==> config.mk <==
export PLATFORM = sky130hd
export DESIGN_NAME = periodic_timer_table
export DESIGN_NICKNAME = d
export VERILOG_FILES = /design/src/hw/rtl/ptt_pkg.sv /design/src/hw/rtl/periodic_timer_table.sv /design/src/hw/rtl/ptt_datapath.sv /design/src/hw/rtl/ptt_ctrl.sv
export SDC_FILE = /design/constraint.sdc
export NUM_CORES = 2
export LEC_CHECK = 0
export BUFFER_PORTS_ARGS = -buffer_cell sky130_fd_sc_hd__clkbuf_2
export CORE_UTILIZATION = 40
export DETAILED_ROUTE_END_ITERATION = 16
export HOLD_SLACK_MARGIN = 0.12
export PLACE_DENSITY = 0.58
export SKIP_LAST_GASP = 1
export SYNTH_ARGS = -nofsm -noshare
export SYNTH_HDL_FRONTEND = slang
export SYNTH_SLANG_ARGS = --single-unit
==> constraint.sdc <==
create_clock -name clk_i -period 9.75 [get_ports clk_i]
set_clock_uncertainty 0.15 [all_clocks]
set_input_delay 0.4875 -clock clk_i [delete_from_list [all_inputs] [get_ports clk_i]]
set_output_delay 0.4875 -clock clk_i [all_outputs]
set_load 0.005 [all_outputs]
==> src/hw/rtl/ptt_pkg.sv <==
// package for the periodic timer table
// shared types, operation and result kind codes, command/status structs
package ptt_pkg;

  localparam int unsigned EntriesDefault = 8;
  localparam int unsigned CatchupDefault = 7;
  localparam int unsigned IdWidthDefault = 32;

  localparam int unsigned TimeW  = 48;
  localparam int unsigned PerW   = 32;
  localparam int unsigned TokW   = 32;
  localparam int unsigned KindW  = 3;
  localparam int unsigned CountW = 4;
  localparam logic [TimeW-1:0] TimeMax = {TimeW{1'b1}};

  typedef enum logic [1:0] {
    OP_SCHEDULE = 2'd0,
    OP_CANCEL   = 2'd1,
    OP_TICK     = 2'd2,
    OP_CLEAR    = 2'd3
  } op_e;

  typedef enum logic [KindW-1:0] {
    KIND_SCHED = 3'd0,
    KIND_CANCEL = 3'd1,
    KIND_FIRE  = 3'd2,
    KIND_DONE  = 3'd3,
    KIND_CLEAR = 3'd4
  } kind_e;

  // controller to datapath
  typedef struct packed {
    logic load;       // capture input beat
    logic do_sched;   // write new entry, bump id counter
    logic do_clear;   // drop all entries
    logic cancel_step; // compact one slot
    logic cancel_init;
    logic eval;       // register the compare for the current entry
    logic fire;       // emit fire, advance due of current entry
    logic next_entry; // move walk pointer on
    logic walk_init;
    logic emit_reply; // load output with reply for the captured op
    logic emit_done;  // load output with tick done
  } ptt_cmd_t;

  // datapath to controller
  typedef struct packed {
    logic [1:0] op;
    logic       walk_end;  // pointer past last slot
    logic       due;       // registered: current entry due and cap not hit
    logic       skip_mode; // current entry in skip mode
  } ptt_sts_t;

  function automatic logic [TimeW-1:0] sat_add(logic [TimeW-1:0] a, logic [PerW-1:0] b);
    logic [TimeW:0] s;
    s = {1'b0, a} + {{(TimeW-PerW+1){1'b0}}, b};
    return s[TimeW] ? TimeMax : s[TimeW-1:0];
  endfunction

endpackage

==> src/hw/rtl/periodic_timer_table.sv <==
// top level of the periodic timer table: stream ports, pause register,
// controller and datapath; depends on ptt_pkg, ptt_ctrl, ptt_datapath
//
// Each input beat is one operation: schedule, cancel, tick or clear. Schedule,
// clear and cancel reply with one beat; cancel first compacts the table one
// slot a cycle. Unless paused, a tick walks the table in insertion order,
// evaluating each entry and firing it when due (a catch-up entry up to
// Catchup times), and ends with a tick-done beat marked tlast. One operation
// is handled at a time; the next input beat can be taken while the previous
// result beat still waits.
module periodic_timer_table import ptt_pkg::*; #(
  parameter int unsigned Entries = EntriesDefault,
  parameter int unsigned Catchup = CatchupDefault,
  parameter int unsigned IdWidth = IdWidthDefault
) (
  input  logic         clk_i,
  input  logic         rst_ni,
  input  logic         cfg_we_i,
  input  logic         cfg_wdata_i,
  input  logic         s_axis_tvalid,
  output logic         s_axis_tready,
  // operation[1:0], now[49:2], period[81:50], drift_mode[82], token[114:83]
  input  logic [119:0] s_axis_tdata,
  output logic         m_axis_tvalid,
  input  logic         m_axis_tready,
  output logic         m_axis_tlast,
  // timer_id[31:0], accepted[32], active_count[36:33]
  output logic [39:0]  m_axis_tdata,
  // kind[2:0]
  output logic [2:0]   m_axis_tuser
);

  logic     paused_q;
  ptt_cmd_t cmd;
  ptt_sts_t sts;
  logic [31:0] id;
  logic        acc;
  logic [CountW-1:0] cnt;

  always_ff @(posedge clk_i or negedge rst_ni) begin
    if (!rst_ni) paused_q <= 1'b0;
    else if (cfg_we_i) paused_q <= cfg_wdata_i;
  end

  ptt_ctrl u_ctrl (
    .clk_i, .rst_ni,
    .in_valid_i (s_axis_tvalid), .in_ready_o (s_axis_tready),
    .out_valid_o (m_axis_tvalid), .out_ready_i (m_axis_tready),
    .out_last_o (m_axis_tlast), .paused_i (paused_q),
    .sts_i (sts), .cmd_o (cmd)
  );

  ptt_datapath #(.Entries(Entries), .Catchup(Catchup), .IdWidth(IdWidth)) u_dp (
    .clk_i, .rst_ni, .cmd_i (cmd), .sts_o (sts),
    .op_i (s_axis_tdata[1:0]), .now_i (s_axis_tdata[49:2]),
    .period_i (s_axis_tdata[81:50]), .comp_i (s_axis_tdata[82]),
    .token_i (s_axis_tdata[114:83]),
    .kind_o (m_axis_tuser), .id_o (id), .acc_o (acc), .count_o (cnt)
  );

  assign m_axis_tdata = {3'b000, cnt, acc, id};

  a_last_done: assert property (@(posedge clk_i) disable iff (!rst_ni)
    m_axis_tvalid && m_axis_tuser == KIND_FIRE |-> !m_axis_tlast)
    else $error("fire beat marked last");
  a_count_range: assert property (@(posedge clk_i) disable iff (!rst_ni)
    m_axis_tvalid |-> m_axis_tdata[36:33] <= 4'(Entries))
    else $error("active count out of range");
  a_hold_out: assert property (@(posedge clk_i) disable iff (!rst_ni)
    m_axis_tvalid && !m_axis_tready |=> m_axis_tvalid && $stable(m_axis_tdata)
      && $stable(m_axis_tuser) && $stable(m_axis_tlast))
    else $error("result beat changed while waiting");

endmodule

==> src/hw/rtl/ptt_datapath.sv <==
// datapath of the periodic timer table: entry registers, id counter,
// walk pointer, catch-up counter and output register; depends on ptt_pkg
module ptt_datapath import ptt_pkg::*; #(
  parameter int unsigned Entries = EntriesDefault,
  parameter int unsigned Catchup = CatchupDefault,
  parameter int unsigned IdWidth = IdWidthDefault
) (
  input  logic                clk_i,
  input  logic                rst_ni,
  input  ptt_cmd_t            cmd_i,
  output ptt_sts_t            sts_o,
  input  logic [1:0]          op_i,
  input  logic [TimeW-1:0]    now_i,
  input  logic [PerW-1:0]     period_i,
  input  logic                comp_i,
  input  logic [TokW-1:0]     token_i,
  output logic [KindW-1:0]    kind_o,
  output logic [31:0]         id_o,
  output logic                acc_o,
  output logic [CountW-1:0]   count_o
);

  localparam int unsigned PtrW = $clog2(Entries + 1);
  localparam int unsigned IdxW = (Entries > 1) ? $clog2(Entries) : 1;
  localparam int unsigned CatW = $clog2(Catchup + 1);

  logic [1:0]       op_q;
  logic [TimeW-1:0] now_q;
  logic [PerW-1:0]  per_q;
  logic             comp_q;
  logic [TokW-1:0]  tok_q;

  logic [Entries-1:0]             val_q;
  logic [IdWidth-1:0]             eid_q  [Entries];
  logic [PerW-1:0]                eper_q [Entries];
  logic [TimeW-1:0]               edue_q [Entries];
  logic [Entries-1:0]             ecomp_q;
  logic [IdWidth-1:0]             idc_q;
  logic [PtrW-1:0]                rd_q, wr_q;
  logic [CatW-1:0]                fires_q;
  logic                           found_q, due_q;
  logic                           sched_ok_q;
  logic [CountW-1:0]              cnt;

  logic [IdxW-1:0] ri, wi;
  logic            r_match;
  logic [IdWidth-1:0] idc_inc;

  assign ri = rd_q[IdxW-1:0];
  assign wi = wr_q[IdxW-1:0];

  always_comb begin
    cnt = '0;
    for (int i = 0; i < Entries; i++) cnt = cnt + CountW'(val_q[i]);
  end

  assign r_match = (tok_q != '0) && (32'(eid_q[ri]) == tok_q);
  assign idc_inc = idc_q + IdWidth'(1);

  assign sts_o.op        = op_q;
  assign sts_o.walk_end  = (rd_q >= PtrW'(Entries)) || !val_q[ri];
  assign sts_o.due       = due_q;
  assign sts_o.skip_mode = !ecomp_q[ri];

  always_ff @(posedge clk_i or negedge rst_ni) begin
    if (!rst_ni) begin
      val_q   <= '0;
      idc_q   <= IdWidth'(1);
      rd_q    <= '0;
      wr_q    <= '0;
      fires_q <= '0;
      found_q <= 1'b0;
      due_q   <= 1'b0;
    end else begin
      if (cmd_i.do_clear) val_q <= '0;
      if (cmd_i.do_sched && per_q != '0 && cnt < CountW'(Entries)) begin
        val_q[cnt[IdxW-1:0]] <= 1'b1;
        idc_q <= (idc_inc == '0) ? IdWidth'(1) : idc_inc;
      end
      if (cmd_i.cancel_init || cmd_i.walk_init) begin
        rd_q <= '0;
        wr_q <= '0;
        found_q <= 1'b0;
        fires_q <= '0;
      end
      if (cmd_i.cancel_step) begin
        // read slot rd, keep it at slot wr unless it matches
        if (rd_q < PtrW'(Entries)) begin
          if (val_q[ri] && r_match) begin
            found_q <= 1'b1;
            val_q[ri] <= 1'b0;
          end else if (val_q[ri]) begin
            if (wr_q != rd_q) val_q[ri] <= 1'b0;
            val_q[wi] <= 1'b1;
            wr_q <= wr_q + PtrW'(1);
          end
          rd_q <= rd_q + PtrW'(1);
        end
      end
      if (cmd_i.eval)
        due_q <= (now_q >= edue_q[ri]) && (!ecomp_q[ri] || fires_q < CatW'(Catchup));
      if (cmd_i.fire) begin
        fires_q <= fires_q + CatW'(1);
        due_q <= 1'b0;
      end
      if (cmd_i.next_entry) begin
        rd_q <= rd_q + PtrW'(1);
        fires_q <= '0;
      end
    end
  end

  // payload registers
  always_ff @(posedge clk_i) begin
    if (cmd_i.load) begin
      op_q <= op_i; now_q <= now_i; per_q <= period_i;
      comp_q <= comp_i; tok_q <= token_i;
    end
    if (cmd_i.do_sched && cnt < CountW'(Entries)) begin
      eid_q[cnt[IdxW-1:0]]  <= idc_q;
      eper_q[cnt[IdxW-1:0]] <= per_q;
      edue_q[cnt[IdxW-1:0]] <= sat_add(now_q, per_q);
      ecomp_q[cnt[IdxW-1:0]] <= comp_q;
    end
    if (cmd_i.cancel_step && rd_q < PtrW'(Entries) && val_q[ri] && !r_match
        && wr_q != rd_q) begin
      eid_q[wi] <= eid_q[ri]; eper_q[wi] <= eper_q[ri];
      edue_q[wi] <= edue_q[ri]; ecomp_q[wi] <= ecomp_q[ri];
    end
    if (cmd_i.fire)
      edue_q[ri] <= sat_add(ecomp_q[ri] ? edue_q[ri] : now_q, eper_q[ri]);
    if (cmd_i.fire) begin
      kind_o <= KIND_FIRE; id_o <= 32'(eid_q[ri]); acc_o <= 1'b0;
    end else if (cmd_i.emit_done) begin
      kind_o <= KIND_DONE; id_o <= '0; acc_o <= 1'b0;
    end else if (cmd_i.emit_reply) begin
      case (op_q)
        OP_SCHEDULE: begin
          kind_o <= KIND_SCHED;
          // reply follows do_sched: id counter already advanced
          if (per_q != '0 && cnt <= CountW'(Entries) && val_q[cnt[IdxW-1:0] - IdxW'(1)]
              && sched_ok_q) begin
            id_o <= 32'(eid_q[cnt[IdxW-1:0] - IdxW'(1)]); acc_o <= 1'b1;
          end else begin
            id_o <= '0; acc_o <= 1'b0;
          end
        end
        OP_CANCEL: begin kind_o <= KIND_CANCEL; id_o <= tok_q; acc_o <= found_q; end
        default:   begin kind_o <= KIND_CLEAR; id_o <= '0; acc_o <= 1'b0; end
      endcase
    end
  end

  always_ff @(posedge clk_i or negedge rst_ni) begin
    if (!rst_ni) sched_ok_q <= 1'b0;
    else if (cmd_i.do_sched) sched_ok_q <= per_q != '0 && cnt < CountW'(Entries);
  end

  // count sampled when the output register loads: reflects state after the op
  always_ff @(posedge clk_i) begin
    if (cmd_i.fire || cmd_i.emit_done || cmd_i.emit_reply) count_o <= cnt;
  end

endmodule

==> src/hw/rtl/ptt_ctrl.sv <==
// controller of the periodic timer table: sequences each operation
// and the output handshake; depends on ptt_pkg
module ptt_ctrl import ptt_pkg::*; (
  input  logic     clk_i,
  input  logic     rst_ni,
  input  logic     in_valid_i,
  output logic     in_ready_o,
  output logic     out_valid_o,
  input  logic     out_ready_i,
  output logic     out_last_o,
  input  logic     paused_i,
  input  ptt_sts_t sts_i,
  output ptt_cmd_t cmd_o
);

  typedef enum logic [7:0] {
    S_IDLE  = 8'b0000_0001,
    S_OP    = 8'b0000_0010,
    S_CANC  = 8'b0000_0100,
    S_REPLY = 8'b0000_1000,
    S_EVAL  = 8'b0001_0000,
    S_DEC   = 8'b0010_0000,
    S_DONE  = 8'b0100_0000,
    S_WAIT  = 8'b1000_0000
  } state_e;

  state_e state_q, state_d;
  logic   vld_q, vld_d, last_q, last_d;
  logic   out_free;
  logic   [3:0] cstep_q, cstep_d;

  assign out_free    = !vld_q || out_ready_i;
  assign in_ready_o  = (state_q == S_IDLE);
  assign out_valid_o = vld_q;
  assign out_last_o  = last_q;

  always_comb begin
    cmd_o   = '0;
    state_d = state_q;
    vld_d   = vld_q && !out_ready_i;
    last_d  = last_q;
    cstep_d = cstep_q;
    case (state_q)
      S_IDLE: if (in_valid_i && in_ready_o) begin
        cmd_o.load = 1'b1;
        state_d = S_OP;
      end
      S_OP: begin
        case (op_e'(sts_i.op))
          OP_SCHEDULE: begin cmd_o.do_sched = 1'b1; state_d = S_REPLY; end
          OP_CANCEL:   begin cmd_o.cancel_init = 1'b1; cstep_d = '0; state_d = S_CANC; end
          OP_CLEAR:    begin cmd_o.do_clear = 1'b1; state_d = S_REPLY; end
          default: begin
            cmd_o.walk_init = 1'b1;
            state_d = paused_i ? S_DONE : S_EVAL;
          end
        endcase
      end
      S_CANC: begin
        cmd_o.cancel_step = 1'b1;
        cstep_d = cstep_q + 4'd1;
        if (cstep_q == 4'd8) state_d = S_REPLY;
      end
      S_REPLY: if (out_free) begin
        cmd_o.emit_reply = 1'b1; vld_d = 1'b1; last_d = 1'b1; state_d = S_IDLE;
      end
      S_EVAL: begin
        if (sts_i.walk_end) state_d = S_DONE;
        else begin cmd_o.eval = 1'b1; state_d = S_DEC; end
      end
      S_DEC: begin
        if (sts_i.due) begin
          if (out_free) begin
            cmd_o.fire = 1'b1; vld_d = 1'b1; last_d = 1'b0;
            state_d = sts_i.skip_mode ? S_WAIT : S_EVAL;
          end
        end else begin
          cmd_o.next_entry = 1'b1; state_d = S_EVAL;
        end
      end
      S_WAIT: begin cmd_o.next_entry = 1'b1; state_d = S_EVAL; end
      S_DONE: if (out_free) begin
        cmd_o.emit_done = 1'b1; vld_d = 1'b1; last_d = 1'b1; state_d = S_IDLE;
      end
      default: state_d = S_IDLE;
    endcase
  end

  always_ff @(posedge clk_i or negedge rst_ni) begin
    if (!rst_ni) begin
      state_q <= S_IDLE; vld_q <= 1'b0; last_q <= 1'b0;
      cstep_q <= '0;
    end else begin
      state_q <= state_d; vld_q <= vld_d; last_q <= last_d;
      cstep_q <= cstep_d;
    end
  end

endmodule
Yosys cells after proc, flatten, opt, wreduce, memory -nomap -nowiden
Memories as Yosys holds them, arrays and structs flattened. Index checks and enable logic that the tools add are counted.

Memories: 3. Memory bits (writable): 896. Register bits after elaboration: 232. Word-level logic and storage cells: 245.

Equality and inequality tests: 20. Mux-type cells: 115. Bitwise operators: 4. Reductions and logical operators: 51. Add/subtract/negate cells: 15. $lt $le $gt $ge: 13.

Memory list: u_dp.edue_q (words 8, bits a word 48, read ports 1, clocked after memory_dff 0, wr ports 1, RTL line ptt_datapath.sv:36) `logic [TimeW-1:0] edue_q [Entries];`; u_dp.eid_q (words 8, bits a word 32, read ports 2, clocked after memory_dff 0, wr ports 1, RTL line ptt_datapath.sv:34) `logic [IdWidth-1:0] eid_q [Entries];`; u_dp.eper_q (words 8, bits a word 32, read ports 1, clocked after memory_dff 0, wr ports 1, RTL line ptt_datapath.sv:35) `logic [PerW-1:0] eper_q [Entries];`.

Operators by type and width (number): $mux W48 (5); $mux W32 (7); $mux W8 (19); $add A48 B32 Y49 (2); $reduce_or A48 Y1 (2); $pmux W32 S2 (1); $reduce_bool A32 Y1 (2); $reduce_or A32 Y1 (2); $pmux W8 S7 (1); $ge A48 B48 Y1 (1); $mux W1 (47); $mux W4 (10); $add A32 B1 Y32 const B (1); $eq A32 B32 Y1 (1); $logic_not A32 Y1 (1); $add A4 B1 Y4 (6); $mux W3 (7); $logic_and A1 B1 Y1 (19); $bwmux W8 (2); $lt A3 B4 Y1 const B (4); $or A8 B8 Y8 (2); $pmux W8 S2 (1); $mux W7 (2); $add A4 B1 Y4 const B (3); other kinds (40) (70).

Depth between registers and ports, before layout
Depth in word-level cells: 24. Gate-level depth with buffers: 28. Gate-level depth less buffers: 18.

Hierarchy
From an unflattened synthesis, not the netlist that was laid out.

Cells, all modules: 6570. Area, all modules: 65934.5 um^2.

By module, submodules not included: ptt_datapath (area each 64837.2 um^2, times used 1, cells each 6452); ptt_ctrl (area each 1023.5 um^2, times used 1, cells each 111); periodic_timer_table (area each 73.8 um^2, times used 1, cells each 7).

Worst setup path after synthesis
Ideal clock, no wire load.

Kind: reg-to-reg. Start: register u_dp.val_q[0]. End: memory u_dp.eid_q[4][0] in the netlist's numbering, enable pin. Setup time: 0.574 ns. Arrival time: 7.725 ns. Required time: 9.026 ns. Stages on the path, launching flop included: 10. Path buffers: 2. Clock period less this slack: 8.449 ns. Setup slack: 1.301 ns. Cell sequence: dfrtp_1 ha_1 inv_1 fa_1 fa_1 fa_1 clkbuf_1 clkbuf_1 nand2_1 o21ai_0.

Cells in the longest elaborated chain, start to end: 12. Elaborated cells between the ends (all ways): 21. Those cells by class: add/sub: 7; order compare: 1; mux: 8; reduce/logical: 5.

RTL lines: from (decl) (RTL line ptt_datapath.sv:33) `logic [Entries-1:0] val_q;`; from (signal assigned) (RTL line ptt_datapath.sv:67) `val_q <= '0;`; from (signal assigned) (RTL line ptt_datapath.sv:75) `if (cmd_i.do_clear) val_q <= '0;`; from (signal, indexed assignment) (RTL line ptt_datapath.sv:77) `val_q[cnt[IdxW-1:0]] <= 1'b1;`; $add A1 B1 Y2 (RTL line ptt_datapath.sv:54) `for (int i = 0; i < Entries; i++) cnt = cnt + CountW'(val_q[i]);`; $add A4 B1 Y4 (6 in a row) (RTL line ptt_datapath.sv:54); $lt A4 B4 Y1 (RTL line ptt_datapath.sv:119) `if (cmd_i.do_sched && cnt < CountW'(Entries)) begin`; $logic_and A1 B1 Y1 (RTL line ptt_datapath.sv:119); $mux W1 (RTL line ptt_datapath.sv:119); $mux W1 (not written as such) (RTL line ptt_datapath.sv:120) `eid_q[cnt[IdxW-1:0]] <= idc_q;`; $mux W1 (no source line); to (decl) (RTL line ptt_datapath.sv:34).

Parallel ways exist; a longest one is shown, timed or not. The select of a mux whose other input is x is not followed.

Worst setup path after layout
Start: register u_dp.rd_q[2]. End: memory u_dp.edue_q[2][18], data pin.

Cells in the longest elaborated chain, start to end: 11. Elaborated cells between the ends (all ways): 24. Those cells by class: add/sub: 1; order compare: 1; eq/ne: 2; mux: 10; reduce/logical: 7; memory: 3.

RTL lines: from (decl) (RTL line ptt_datapath.sv:39) `logic [PtrW-1:0] rd_q, wr_q;`; from (signal assigned) (RTL line ptt_datapath.sv:97) `rd_q <= rd_q + PtrW'(1);`; from (signal assigned) (RTL line ptt_datapath.sv:107) `rd_q <= rd_q + PtrW'(1);`; $mem_v2 Z8 W32; $eq A32 B32 Y1 (RTL line ptt_datapath.sv:57) `assign r_match = (tok_q != '0) && (32'(eid_q[ri]) == tok_q);`; $logic_and A1 B1 Y1 (RTL line ptt_datapath.sv:57); $logic_not A1 Y1 (RTL line ptt_datapath.sv:125) `if (cmd_i.cancel_step && rd_q < PtrW'(Entries) && val_q[ri] && !r_match`; $logic_and A1 B1 Y1 (RTL line ptt_datapath.sv:125); $logic_and A1 B1 Y1 (RTL line ptt_datapath.sv:126) `&& wr_q != rd_q) begin`; $mux W1 (RTL line ptt_datapath.sv:125); $mux W1 (not written as such) (RTL line ptt_datapath.sv:128) `edue_q[wi] <= edue_q[ri]; ecomp_q[wi] <= ecomp_q[ri];`; $reduce_or A48 Y1 (no source line); $mux W48 (no source line); $mux W48 (no source line) (*); to (decl) (RTL line ptt_datapath.sv:36).

Mark *: on every way between the ends. The rest lies on a longest branch, timed or not. The select of a mux whose other input is x is not followed.

==> results.json <==
{
  "synthFlopType": "edfxtp_1",
  "status": "completed",
  "rows": 133,
  "reg2reg_to": "u_dp.edue_q[2][18]",
  "post_cts_buffers": 0,
  "synth_top_family_by_area": "compound AO/OA/AOI/OAI gates",
  "cts_root_buf": "clkbuf_16",
  "final_common_cell": "edfxtp_1",
  "reg2reg_from": "u_dp.rd_q[2]",
  "drtAntennaViolNets": 0,
  "grt_usage_pct": 23.8,
  "synth_area_per_cell_um2": 13.5,
  "cts_sinks": 1128,
  "crit_path_start": "u_dp.rd_q[2]",
  "io_pins": 172,
  "path_class": "reg2reg",
  "synth_edf_count": 1047,
  "synth_xor_area_share_pct": 2.59,
  "power_density_mw_per_mm2": 292,
  "route.detailed.drc": 0,
  "die_width_um": 367,
  "numCtsBuffers": 118,
  "hold_path_class": "in2reg",
  "drtIter0Drc": 3771,
  "layout-drive-gt1-share_pct": 15.5,
  "clk_path_buf_depth": 3,
  "ir_drop_mv": 0.387,
  "grt_max_degree": 69,
  "hpwl_mm": 103,
  "mostFrequentLayoutCells": "edfxtp_1, nand2_1, a21oi_1",
  "via_count": 35900,
  "finalCritPeriodShare_pct": 84.9,
  "yosysTopAreaCell": "edfxtp_1",
  "yosys-top-cells-area": "edfxtp_1, mux4_2, dfrtp_1",
  "synth-seq-cells": 1128,
  "dr.pass1.iters": 7,
  "grt_setup_unrepaired": "false",
  "p_leak_nw": 21.4,
  "n_antenna_cell": 0,
  "syn_inst": 3952,
  "area_growth_pct": 14.8,
  "viasPerCell": 5.91,
  "core_mm2": 0.132,
  "synth.distinct_cells": 89,
  "cp_max_fo": 36,
  "hold_viol": 0,
  "seq_area_frac_synth_pct": 62.6,
  "routedWlPerCell_um": 26.8,
  "reg2reg_depth": 18,
  "tns_ns": 0,
  "startpoint_type": "register",
  "period_minus_slack_ns": 8.27,
  "wirelength_mm": 163,
  "cp.arrival_ns": 8.53,
  "max_cap_viol_count": 0,
  "fin_hold_ws_ns": 0.304,
  "reg2reg_slack_ns": 1.48,
  "synth-async-reset-ratio_pct": 6.12,
  "synth.top_cell.area_share_pct": 58.9,
  "worst_slew_pin_slew_ns": 1.41,
  "fmax_ghz": 0.121,
  "crit_path_end_kind": "register",
  "maxSlewHeadroom_pct": 5.55,
  "dieHeight_um": 367,
  "cp-endpoint": "u_dp.edue_q[2][18]",
  "synthAdderAreaFrac_pct": 3.18,
  "grt_pass1_vias": 35100,
  "yosysWarnings": 0,
  "synth_compound_area_share_pct": 12.2,
  "clk_pin_slew_ns": 0.06,
  "tritoncts": "built",
  "gp_congestion": 0.918,
  "synth.area.mux_share_pct": 8.19,
  "num-nets-final": 4477,
  "grt_pass1_wl_mm": 238,
  "dieArea_mm2": 0.135,
  "antenna_found_initial": 0,
  "drv_slew": 0,
  "port_buffers": 163,
  "insertion_delay_ns": 0.76,
  "setup_viol": 0,
  "syn-cell-area_mm2": 0.0533,
  "htreeDepth": 3,
  "initial_utilization_pct": 40.5,
  "grt_overflow_total": 0,
  "synth-simple-area-share_pct": 8.80,
  "required_ns": 10.01
}
## critical path, stage by stage, from the launching register on
cell and delay, ns:
dfrtp_4 0.85, inv_1 0.30, buf_4 0.33, nor3_2 1.09, buf_4 0.32, a221oi_1 0.09
and3_1 0.27, fa_1 0.48, nand2b_1 0.20, a21oi_1 0.31, o2111ai_1 0.28, o21ai_0 0.52
a31oi_1 0.49, nor3_2 0.49, nand2_1 0.31, nand2_1 0.18, buf_4 0.37, nor2_1 0.09
a211oi_1 0.74
## cells in the mapped netlist (17+ instances only)
cell      count
o22ai_1      44
mux4_2      115
a211oi_1     23
a221oi_1     76
a22oi_1     143
edfxtp_1   1047
nor3_1       48
clkbuf_1    146
xor2_1       61
a22o_1       45
mux2i_1     108
buf_2        21
inv_1        62
ha_1        126
buf_6        17
buf_1        24
nand4_1      51
nand2_1     383
a21oi_1     268
dfrtp_1      67
nand3_1      68
a21o_1       60
and3_1       39
o21ai_0     178
nor2_1      201
nor4_1       35
nand2b_1     26
xnor2_1      97
mux2_2       61
and2_1       24
nor2b_1      23
## metal layers
| layer | track usage (%) | vias to the layer above | wire length, um |
|---|---|---|---|
| met5 | 0 | - | 0 |
| li1 | - | 16000 | - |
| met1 | 32.1 | 18200 | 68100 |
| met2 | 39.3 | 1347 | 78500 |
| met3 | 3.31 | 271 | 10600 |
| met4 | 8.66 | 0 | 5500 |
## repair_timing
action / in CTS / in global routing
hold buffers: 121 / 0
endpoints found under the hold margin: 185 / 0
gates resized for setup: 0 / 0
## cell families after synthesis
| family | Yosys count |
|---|---|
| flops | 1128 |
| simple gates | 983 |
| compound gates | 977 |
| buf+inv | 288 |
| mux | 285 |
| xor+xnor | 158 |
| fa+ha+maj | 132 |
| other cells | 1 |
## area by class of cell
class                   count  area [um2]
clock buffers             140        3040
clock inverters            80         664
fillers                 11700       70600
inverters                  64         241
multi-input cells        2538       18900
flip-flops and latches   1128       33400
well taps                1755        2200
repair buffers            369        2710
## how the worst min path moves through the flow
stage	depth (start not counted)	slack (ns)	startpoint	to
finish	2	0.30	s_axis_tdata[111]	u_dp.tok_q[28]
global route	2	0.29	s_axis_tdata[69]	u_dp.per_q[19]
CTS	2	0.25	s_axis_tdata[0]	u_dp.op_q[0]
detailed placement	1	0.15	rst_ni	paused_q
global placement	1	0.15	rst_ni	paused_q
floorplan	0	0.04	rst_ni	paused_q
## per-stage QoR
| step | total power, mW | std cells | instance area (um2) | util [%] | worst slack, ns |
|---|---|---|---|---|---|
| detailed placement | 13.5 | 5733 | 56300 | 42.7 | 1.69 |
| finish | 17.9 | 6074 | 61200 | 46.4 | 1.48 |
| CTS | 17.9 | 6074 | 61200 | 46.4 | 1.63 |
| floorplan | 11.2 | 3954 | 53300 | - | 1.30 |
| global route | 18.7 | 6074 | 61200 | 46.4 | 1.26 |
| global placement | 13.5 | 5733 | 56300 | 42.7 | 1.77 |
## sequential cells by signal, indices dropped and copies added (netlist names), 8 cells and up
register and cells:
u_dp.per_q 32, u_dp.idc_q 32, u_dp.val_q 8, u_dp.id_o 32, u_dp.edue_q 384, u_dp.eid_q 256
u_dp.tok_q 32, u_ctrl.state_q 8, u_dp.eper_q 256, u_dp.now_q 48, u_dp.ecomp_q 8
## power breakdown
part           switching [mW]  internal [mW]
Clock                    1.91           2.43
Sequential              0.358           6.01
Combinational            4.56           2.61
Total                    6.83           11.1
No activity file was read; power rests on OpenSTA's default activity.
